$ cat src/sv/dba_pkg.sv
package dba_pkg;

    // Fixed-point widths: Q8.16 state and unsigned Q0.16 time step.
    localparam int Q_W    = 24;
    localparam int DT_W   = 16;
    localparam int FRAC_W = 16;
    localparam int CNT_W  = 3;
    localparam int PROD_W = Q_W + DT_W;
    localparam int NUM_AXES = 2;

    // Number of bounces after which an axis comes to rest.
    localparam logic [CNT_W-1:0] BOUNCE_LIMIT = CNT_W'(5);

    // Configuration register indexes.
    localparam int CFG_IDX_W = 1;
    localparam logic [CFG_IDX_W-1:0] CFG_OFFSET_X = 1'b0;
    localparam logic [CFG_IDX_W-1:0] CFG_OFFSET_Y = 1'b1;

    // Request types.
    localparam logic REQ_TICK    = 1'b0;
    localparam logic REQ_RESTART = 1'b1;

    // Axis selects.
    localparam logic AXIS_X = 1'b0;
    localparam logic AXIS_Y = 1'b1;

    // Recorded direction of travel.
    localparam logic [1:0] DIR_NONE = 2'd0;
    localparam logic [1:0] DIR_POS  = 2'd1;
    localparam logic [1:0] DIR_NEG  = 2'd2;

    // Datapath operations issued by the controller.
    typedef enum logic [2:0] {
        OP_NONE,
        OP_RESTART,
        OP_MUL_ACC,
        OP_ADD_VEL,
        OP_MUL_VEL,
        OP_ADD_POS,
        OP_BOUNCE
    } dba_op_t;

    // Command bundle from controller to datapath.
    typedef struct packed {
        logic    capture;
        dba_op_t op;
        logic    axis;
        logic    load_out;
    } dba_cmd_t;

    // Saturate a 25-bit signed value to 24 bits.
    function automatic logic signed [Q_W-1:0] sat_25(input logic signed [Q_W:0] v);
        logic signed [Q_W-1:0] r;
        if (v[Q_W] != v[Q_W-1])
        begin
            r = v[Q_W] ? {1'b1, {(Q_W-1){1'b0}}} : {1'b0, {(Q_W-1){1'b1}}};
        end
        else
        begin
            r = v[Q_W-1:0];
        end
        return r;
    endfunction

    // Saturate a 27-bit signed value to 24 bits.
    function automatic logic signed [Q_W-1:0] sat_27(input logic signed [Q_W+2:0] v);
        logic signed [Q_W-1:0] r;
        if (!v[Q_W+2] && (v[Q_W+1:Q_W-1] != 3'b000))
        begin
            r = {1'b0, {(Q_W-1){1'b1}}};
        end
        else if (v[Q_W+2] && (v[Q_W+1:Q_W-1] != 3'b111))
        begin
            r = {1'b1, {(Q_W-1){1'b0}}};
        end
        else
        begin
            r = v[Q_W-1:0];
        end
        return r;
    endfunction

endpackage

$ cat src/sv/dba_ctrl.sv
module dba_ctrl (
    input  logic               clk,
    input  logic               rst_n,
    input  logic               in_valid,
    input  logic               req_type,
    output logic               in_stall,
    output logic               out_valid,
    input  logic               out_stall,
    output dba_pkg::dba_cmd_t  cmd
);
    import dba_pkg::*;

    typedef enum logic [2:0] {
        ST_IDLE,
        ST_RESTART,
        ST_MUL_ACC,
        ST_ADD_VEL,
        ST_MUL_VEL,
        ST_ADD_POS,
        ST_BOUNCE,
        ST_DONE
    } state_t;

    state_t state_reg, state_next;
    logic   axis_reg, axis_next;
    logic   out_valid_reg, out_valid_next;
    logic   out_free;

    assign in_stall  = (state_reg != ST_IDLE);
    assign out_valid = out_valid_reg;
    assign out_free  = !out_valid_reg || !out_stall;

    // Sequencing of one request and the command for the current step.
    always_comb
    begin
        state_next     = state_reg;
        axis_next      = axis_reg;
        cmd.capture    = 1'b0;
        cmd.op         = OP_NONE;
        cmd.axis       = axis_reg;
        cmd.load_out   = 1'b0;
        case (state_reg)
            ST_IDLE:
            begin
                if (in_valid)
                begin
                    cmd.capture = 1'b1;
                    axis_next   = AXIS_X;
                    state_next  = (req_type == REQ_RESTART) ? ST_RESTART : ST_MUL_ACC;
                end
            end
            ST_RESTART:
            begin
                cmd.op     = OP_RESTART;
                state_next = ST_DONE;
            end
            ST_MUL_ACC:
            begin
                cmd.op     = OP_MUL_ACC;
                state_next = ST_ADD_VEL;
            end
            ST_ADD_VEL:
            begin
                cmd.op     = OP_ADD_VEL;
                state_next = ST_MUL_VEL;
            end
            ST_MUL_VEL:
            begin
                cmd.op     = OP_MUL_VEL;
                state_next = ST_ADD_POS;
            end
            ST_ADD_POS:
            begin
                cmd.op     = OP_ADD_POS;
                state_next = ST_BOUNCE;
            end
            ST_BOUNCE:
            begin
                cmd.op = OP_BOUNCE;
                if (axis_reg == AXIS_X)
                begin
                    axis_next  = AXIS_Y;
                    state_next = ST_MUL_ACC;
                end
                else
                begin
                    state_next = ST_DONE;
                end
            end
            ST_DONE:
            begin
                if (out_free)
                begin
                    cmd.load_out = 1'b1;
                    state_next   = ST_IDLE;
                end
            end
            default:
            begin
                state_next = ST_IDLE;
            end
        endcase
    end

    // The result stays valid until the receiver takes it.
    always_comb
    begin
        if (cmd.load_out)
        begin
            out_valid_next = 1'b1;
        end
        else
        begin
            out_valid_next = out_valid_reg && out_stall;
        end
    end

    // State and registered outputs.
    always_ff @(posedge clk or negedge rst_n)
    begin
        if (!rst_n)
        begin
            state_reg     <= ST_IDLE;
            axis_reg      <= AXIS_X;
            out_valid_reg <= 1'b0;
        end
        else
        begin
            state_reg     <= state_next;
            axis_reg      <= axis_next;
            out_valid_reg <= out_valid_next;
        end
    end

endmodule

$ cat src/sv/dba_datapath.sv
module dba_datapath (
    input  logic                                clk,
    input  logic                                rst_n,
    input  dba_pkg::dba_cmd_t                   cmd,
    input  logic [dba_pkg::DT_W-1:0]            time_step,
    input  logic                                cfg_we,
    input  logic [dba_pkg::CFG_IDX_W-1:0]       cfg_index,
    input  logic [dba_pkg::Q_W-1:0]             cfg_data,
    output logic signed [dba_pkg::Q_W-1:0]      position_x,
    output logic signed [dba_pkg::Q_W-1:0]      position_y,
    output logic                                settled_x,
    output logic                                settled_y
);
    import dba_pkg::*;

    // Configuration and per-axis motion state.
    logic signed [Q_W-1:0]  offset_reg [NUM_AXES];
    logic signed [Q_W-1:0]  pos_reg    [NUM_AXES];
    logic signed [Q_W-1:0]  vel_reg    [NUM_AXES];
    logic signed [Q_W-1:0]  acc_reg    [NUM_AXES];
    logic [1:0]             dir_reg    [NUM_AXES];
    logic [CNT_W-1:0]       bnc_reg    [NUM_AXES];

    // Request payload and shared multiplier result.
    logic [DT_W-1:0]        dt_reg;
    logic signed [PROD_W-1:0] prod_reg;

    // Result payload.
    logic signed [Q_W-1:0]  pos_x_out_reg;
    logic signed [Q_W-1:0]  pos_y_out_reg;
    logic                   set_x_out_reg;
    logic                   set_y_out_reg;

    logic signed [Q_W-1:0]    mul_a;
    logic signed [PROD_W:0]   mul_full;
    logic signed [Q_W-1:0]    scaled;
    logic signed [Q_W-1:0]    add_a;
    logic signed [Q_W-1:0]    add_sum;
    logic signed [Q_W-1:0]    cur_pos;
    logic signed [Q_W-1:0]    cur_vel;
    logic [CNT_W-1:0]         cur_bnc;
    logic                     overshoot;
    logic signed [Q_W-1:0]    bnc_acc;
    logic signed [Q_W-1:0]    bnc_neg;
    logic signed [Q_W-1:0]    bnc_vel;
    logic [CNT_W-1:0]         bnc_inc;
    logic                     bnc_stop;
    logic signed [Q_W-1:0]    rst_vel [NUM_AXES];
    logic [1:0]               rst_dir [NUM_AXES];

    assign cur_pos = pos_reg[cmd.axis];
    assign cur_vel = vel_reg[cmd.axis];
    assign cur_bnc = bnc_reg[cmd.axis];

    // Shared multiplier: state value times the unsigned time step.
    assign mul_a    = (cmd.op == OP_MUL_ACC) ? acc_reg[cmd.axis] : cur_vel;
    assign mul_full = mul_a * $signed({1'b0, dt_reg});

    // Floor shift of the product; it always fits the Q8.16 range.
    assign scaled  = prod_reg[PROD_W-1:FRAC_W];
    assign add_a   = (cmd.op == OP_ADD_VEL) ? cur_vel : cur_pos;
    assign add_sum = sat_25({add_a[Q_W-1], add_a} + {scaled[Q_W-1], scaled});

    // Overshoot test and damped rebound values.
    assign overshoot = (cur_bnc < BOUNCE_LIMIT) &&
                       (((dir_reg[cmd.axis] == DIR_NEG) && cur_pos[Q_W-1]) ||
                        ((dir_reg[cmd.axis] == DIR_POS) && !cur_pos[Q_W-1] &&
                         (cur_pos != '0)));
    assign bnc_acc  = sat_25({cur_vel, 1'b0});
    assign bnc_neg  = sat_25(-{cur_vel[Q_W-1], cur_vel});
    assign bnc_vel  = bnc_neg >>> 2;
    assign bnc_inc  = cur_bnc + CNT_W'(1);
    assign bnc_stop = (bnc_inc >= BOUNCE_LIMIT);

    // Restart values: velocity is minus five times the offset.
    always_comb
    begin
        logic signed [Q_W+2:0] off_ext;
        logic signed [Q_W+2:0] times5;
        for (int i = 0; i < NUM_AXES; i++)
        begin
            off_ext = {{3{offset_reg[i][Q_W-1]}}, offset_reg[i]};
            times5  = (off_ext <<< 2) + off_ext;
            rst_vel[i] = sat_27(-times5);
            if (rst_vel[i] == '0)
            begin
                rst_dir[i] = DIR_NONE;
            end
            else if (rst_vel[i][Q_W-1])
            begin
                rst_dir[i] = DIR_NEG;
            end
            else
            begin
                rst_dir[i] = DIR_POS;
            end
        end
    end

    // Configuration and motion state updates.
    always_ff @(posedge clk or negedge rst_n)
    begin
        if (!rst_n)
        begin
            for (int i = 0; i < NUM_AXES; i++)
            begin
                offset_reg[i] <= '0;
                pos_reg[i]    <= '0;
                vel_reg[i]    <= '0;
                acc_reg[i]    <= '0;
                dir_reg[i]    <= DIR_NONE;
                bnc_reg[i]    <= '0;
            end
        end
        else
        begin
            if (cfg_we)
            begin
                case (cfg_index)
                    CFG_OFFSET_X: offset_reg[AXIS_X] <= cfg_data;
                    CFG_OFFSET_Y: offset_reg[AXIS_Y] <= cfg_data;
                    default: ;
                endcase
            end
            case (cmd.op)
                OP_RESTART:
                begin
                    for (int i = 0; i < NUM_AXES; i++)
                    begin
                        pos_reg[i] <= offset_reg[i];
                        vel_reg[i] <= rst_vel[i];
                        acc_reg[i] <= '0;
                        dir_reg[i] <= rst_dir[i];
                        bnc_reg[i] <= '0;
                    end
                end
                OP_ADD_VEL:
                begin
                    vel_reg[cmd.axis] <= add_sum;
                end
                OP_ADD_POS:
                begin
                    pos_reg[cmd.axis] <= add_sum;
                end
                OP_BOUNCE:
                begin
                    if (overshoot)
                    begin
                        pos_reg[cmd.axis] <= '0;
                        bnc_reg[cmd.axis] <= bnc_inc;
                        acc_reg[cmd.axis] <= bnc_stop ? '0 : bnc_acc;
                        vel_reg[cmd.axis] <= bnc_stop ? '0 : bnc_vel;
                    end
                end
                default: ;
            endcase
        end
    end

    // Payload registers: time step, product and result.
    always_ff @(posedge clk)
    begin
        if (cmd.capture)
        begin
            dt_reg <= time_step;
        end
        if ((cmd.op == OP_MUL_ACC) || (cmd.op == OP_MUL_VEL))
        begin
            prod_reg <= mul_full[PROD_W-1:0];
        end
        if (cmd.load_out)
        begin
            pos_x_out_reg <= pos_reg[AXIS_X];
            pos_y_out_reg <= pos_reg[AXIS_Y];
            set_x_out_reg <= (bnc_reg[AXIS_X] >= BOUNCE_LIMIT);
            set_y_out_reg <= (bnc_reg[AXIS_Y] >= BOUNCE_LIMIT);
        end
    end

    assign position_x = pos_x_out_reg;
    assign position_y = pos_y_out_reg;
    assign settled_x  = set_x_out_reg;
    assign settled_y  = set_y_out_reg;

endmodule

$ cat src/sv/damped_bounce_animator_core.sv
// Two-axis damped return-to-origin animator.
// Input channel: in_valid / in_stall with req_type and time_step. A request is
// taken at a clock edge with in_valid high and in_stall low. A restart request
// loads each axis from its offset register; a tick request advances the motion
// by time_step seconds (unsigned Q0.16).
// Output channel: out_valid / out_stall with position_x, position_y (signed
// Q8.16) and settled_x, settled_y. Every request yields exactly one result.
// Offsets are written through cfg_we, cfg_index and cfg_data while idle; they
// take effect at the next restart.
// Sequencing: a tick runs five steps per axis on one shared multiplier and
// adder, axes in turn; a restart loads both axes together.
// One request is in flight at a time, so a new request is not taken until
// the previous one has finished. The finished result sits in an output register,
// so the block takes the next request while the previous result still waits.
// When out_stall holds a result, a later request finishes its work and then
// waits until the output register is free. Reset clears all motion state and
// the offsets to zero and leaves no result pending.
module damped_bounce_animator_core (
    input  logic                                clk,
    input  logic                                rst_n,
    input  logic                                in_valid,
    output logic                                in_stall,
    input  logic                                req_type,
    input  logic [dba_pkg::DT_W-1:0]            time_step,
    output logic                                out_valid,
    input  logic                                out_stall,
    output logic signed [dba_pkg::Q_W-1:0]      position_x,
    output logic signed [dba_pkg::Q_W-1:0]      position_y,
    output logic                                settled_x,
    output logic                                settled_y,
    input  logic                                cfg_we,
    input  logic [dba_pkg::CFG_IDX_W-1:0]       cfg_index,
    input  logic [dba_pkg::Q_W-1:0]             cfg_data
);
    import dba_pkg::*;

    dba_cmd_t cmd;

    // Request sequencing and output handshake.
    dba_ctrl u_ctrl (
        .clk       (clk),
        .rst_n     (rst_n),
        .in_valid  (in_valid),
        .req_type  (req_type),
        .in_stall  (in_stall),
        .out_valid (out_valid),
        .out_stall (out_stall),
        .cmd       (cmd)
    );

    // Arithmetic, motion state and result registers.
    dba_datapath u_datapath (
        .clk        (clk),
        .rst_n      (rst_n),
        .cmd        (cmd),
        .time_step  (time_step),
        .cfg_we     (cfg_we),
        .cfg_index  (cfg_index),
        .cfg_data   (cfg_data),
        .position_x (position_x),
        .position_y (position_y),
        .settled_x  (settled_x),
        .settled_y  (settled_y)
    );

endmodule

$ cat config.mk
export PLATFORM = sky130hd
export DESIGN_NAME = damped_bounce_animator_core
export DESIGN_NICKNAME = d
export VERILOG_FILES = /design/src/sv/dba_pkg.sv /design/src/sv/dba_ctrl.sv /design/src/sv/dba_datapath.sv /design/src/sv/damped_bounce_animator_core.sv
export SDC_FILE = /design/constraint.sdc
export NUM_CORES = 2
export LEC_CHECK = 0
export ABC_CLOCK_PERIOD_IN_PS = 10700
export BUFFER_PORTS_ARGS = -buffer_cell sky130_fd_sc_hd__buf_2
export CORE_ASPECT_RATIO = 0.5
export CORE_UTILIZATION = 55
export CTS_CLUSTER_SIZE = 25
export DETAILED_ROUTE_END_ITERATION = 8
export GPL_TIMING_DRIVEN = 0
export MAX_ROUTING_LAYER = met4
export PLACE_DENSITY = 0.72
export REMOVE_ABC_BUFFERS = 1
export SLEW_MARGIN = 40
export SYNTH_ARGS = -nofsm -noshare
export SYNTH_HDL_FRONTEND = slang
export SYNTH_SLANG_ARGS = --single-unit
$ cat constraint.sdc
create_clock -name clk -period 10.7 [get_ports clk]
set_clock_uncertainty 0.2 [all_clocks]
set_input_delay 2.14 -clock clk [delete_from_list [all_inputs] [get_ports clk]]
set_output_delay 2.14 -clock clk [all_outputs]
set_load 0.1 [all_outputs]
==> reports/qor.yml <==
clockBufferDepth: 3
areaGrowthSynthToFinish_pct: 9.46
drive_gt1_frac: 0.0888
fin_crit_sh: 0.843
clk_latency_ps: 610
cap_viol_max_count: 0
status: "finished clean"
cts_setup_buffers: 0
layout.nets: 4262
synth_area_per_cell_sq_um: 9.00
cp.required_ps: 10820
numCtsBuffers: 30
path_clk_slew_ps: 70
track_usage: 0.348
grt_pass1_wl_microns: 157000
synth_edf_count: 90
hpwl_microns: 78700
cp.arrival_ps: 9140
placed_area_sq_mm: 0.0344
num_vias: 27200
hp-class: "register to register"
fin_cells: 4418
gr-total-overflow: 0
fin_crit_ps: 9020
dp.cells: 4355
antenna_found_initial: 2
critical_path_class: "register to register"
synth-main-ff-cell: "dfrtp_1"
routedWlPerCell_microns: 22.8
gp_congestion: 1.01
ys_seq_area_frac: 0.243
drt_iter0_drc: 2931
coreArea_sq_mm: 0.0578
initial_core_util: 0.561
rsz0062_at_grt: "false"
wirelength_microns: 101000
num_io_pins: 99
hold_buffers: 0
drc: 0
timing.slew.headroom: 0.371
routed_via_density: 6.15
async_flop_share: 0.697
slew_violations: 0
num_rows: 62
worst_slack_ps: 1680
finalInstanceArea_sq_mm: 0.0355
cts_resized: 0
worst_setup_path_start_kind: "register"
fp.dieW_microns: 345
syn_inst: 3603
critical_path.max_fanout: 30
ys_types: 86
cts.sinks: 297
portBuffers: 98
die_h_microns: 174
endpoint_kind: "register"
tightest_slew_ps: 938
max_clock_freq_mhz: 111
ant_nets: 0
hold_violations: 0
h-tree-depth: 1
grt_max_degree: 69
dieArea_sq_mm: 0.0600
synth-seq-cells: 297
tritoncts: "built"
syn_area_sq_mm: 0.0324
yosysWarnings: 0
dr.pass1.iters: 7
cts_root_buf: "clkbuf_16"
place_ws_ps: 1780
setup_viol: 0
grt_pass1_vias: 27200
[metrics by stage]
| step | hold slack (ps) | setup TNS [ps] | utilization |
|---|---|---|---|
| 2_1_floorplan | 233 | 0 | - |
| 3_3_place_gp | 247 | -56550 | 0.575 |
| 3_5_place_dp | 258 | 0 | 0.595 |
| 4_1_cts | 274 | 0 | 0.613 |
| 5_1_grt | 309 | 0 | 0.614 |
| 6_report | 280 | 0 | 0.614 |
[logic make-up after synthesis]
logic type,count (synthesis),share of synthesized area
adders and majority gates,591,0.314
buffers and inverters,694,0.0815
AOI/OAI and AO/OA,799,0.154
xor gates and xnor gates,109,0.0294
DFF,297,0.243
muxes,103,0.0338
and+or+nand+nor,1010,0.144
[layer usage]
layer	vias up	GRT usage	part of all wire
li1	12000	-	-
met1	13700	0.475	0.42
met2	1355	0.534	0.45
met3	198	0.0547	0.097
met4	0	0.109	0.035
met5	-	-	0
[cell type report]
class	count	area [sq um]
diodes	2	5.00
clock buffers	43	873
clock inverters	13	159
fillers	4886	22300
inverters	534	2000
multi-input cells	2612	22400
flip-flops and latches	297	7890
well taps	768	961
repair buffers	149	1270
[cells in the mapped netlist, types with 9 or more instances]
master	count	share of area
a2111oi_0	9	0.0024
a211oi_1	23	0.0053
a21boi_0	10	0.0023
a21o_1	45	0.010
a21oi_1	171	0.026
a22o_1	35	0.0094
a22oi_1	25	0.0058
a31oi_1	25	0.0048
and2_1	159	0.031
and3_1	18	0.0035
buf_2	15	0.0023
clkbuf_1	135	0.016
dfrtp_1	207	0.16
edfxtp_1	90	0.083
fa_1	371	0.23
ha_1	220	0.085
inv_1	533	0.062
mux2_2	49	0.017
mux2i_1	53	0.016
nand2_1	497	0.058
nand2b_1	9	0.0017
nand3_1	32	0.0049
nand4_1	28	0.0054
nor2_1	161	0.019
nor2b_1	15	0.0029
nor3_1	38	0.0059
nor4_1	15	0.0029
o211ai_1	26	0.0060
o21a_1	30	0.0069
o21ai_0	274	0.042
o21ai_1	20	0.0031
o22ai_1	10	0.0019
o31a_1	10	0.0027
or3_1	10	0.0019
xnor2_1	70	0.019
xor2_1	39	0.011
[final timing paths]
path                                               startpoint                                    end  slack [ps]  depth (start not counted)
max                           u_ctrl.state_reg[1]$_DFFE_PN0P_      u_datapath.prod_reg[38]$_DFFE_PP_        1680                         25
min                        u_datapath.vel_reg[11]$_DFFE_PN0P_     u_datapath.vel_reg[11]$_DFFE_PN0P_         280                          2
max reg2reg                   u_ctrl.state_reg[1]$_DFFE_PN0P_      u_datapath.prod_reg[38]$_DFFE_PP_        1680                         25
min reg2reg                u_datapath.vel_reg[11]$_DFFE_PN0P_     u_datapath.vel_reg[11]$_DFFE_PN0P_         280                          2
max in group asynchronous                               rst_n  u_datapath.offset_reg[21]$_DFFE_PN0P_        8120                          3
min in group asynchronous                               rst_n     u_datapath.vel_reg[13]$_DFFE_PN0P_        1200                          1
[worst max-delay path, cell delays in order, from the launching register on]
cell and delay, ps:
dfrtp_1 780, and2_4 540, buf_12 300, nor2_1 110, a21oi_4 480, nand2_1 170
fa_1 540, fa_1 520, fa_1 510, inv_1 50, fa_1 500, fa_1 500
inv_1 50, fa_1 480, inv_1 40, ha_1 310, a211oi_1 290, a32oi_1 220
and3_1 220, o311ai_0 100, o211ai_1 310, nor4b_1 590, nor2_1 170, a31o_2 300
a211oi_1 240, nor3_1 140
[cells in the final DEF, fill, tap and decap left out, drive strengths merged, types with 53 or more instances in the layout]
cell	count
buf	148
dfrtp	207
fa	371
ha	220
o21ai	296
xnor2	70
and2	159
nor2	161
edfxtp	90
inv	536
mux2i	53
nand2	497
a21oi	173
Power is not shown: default switching activity piles up to over one toggle a cycle in this logic, so the estimate is an artifact.
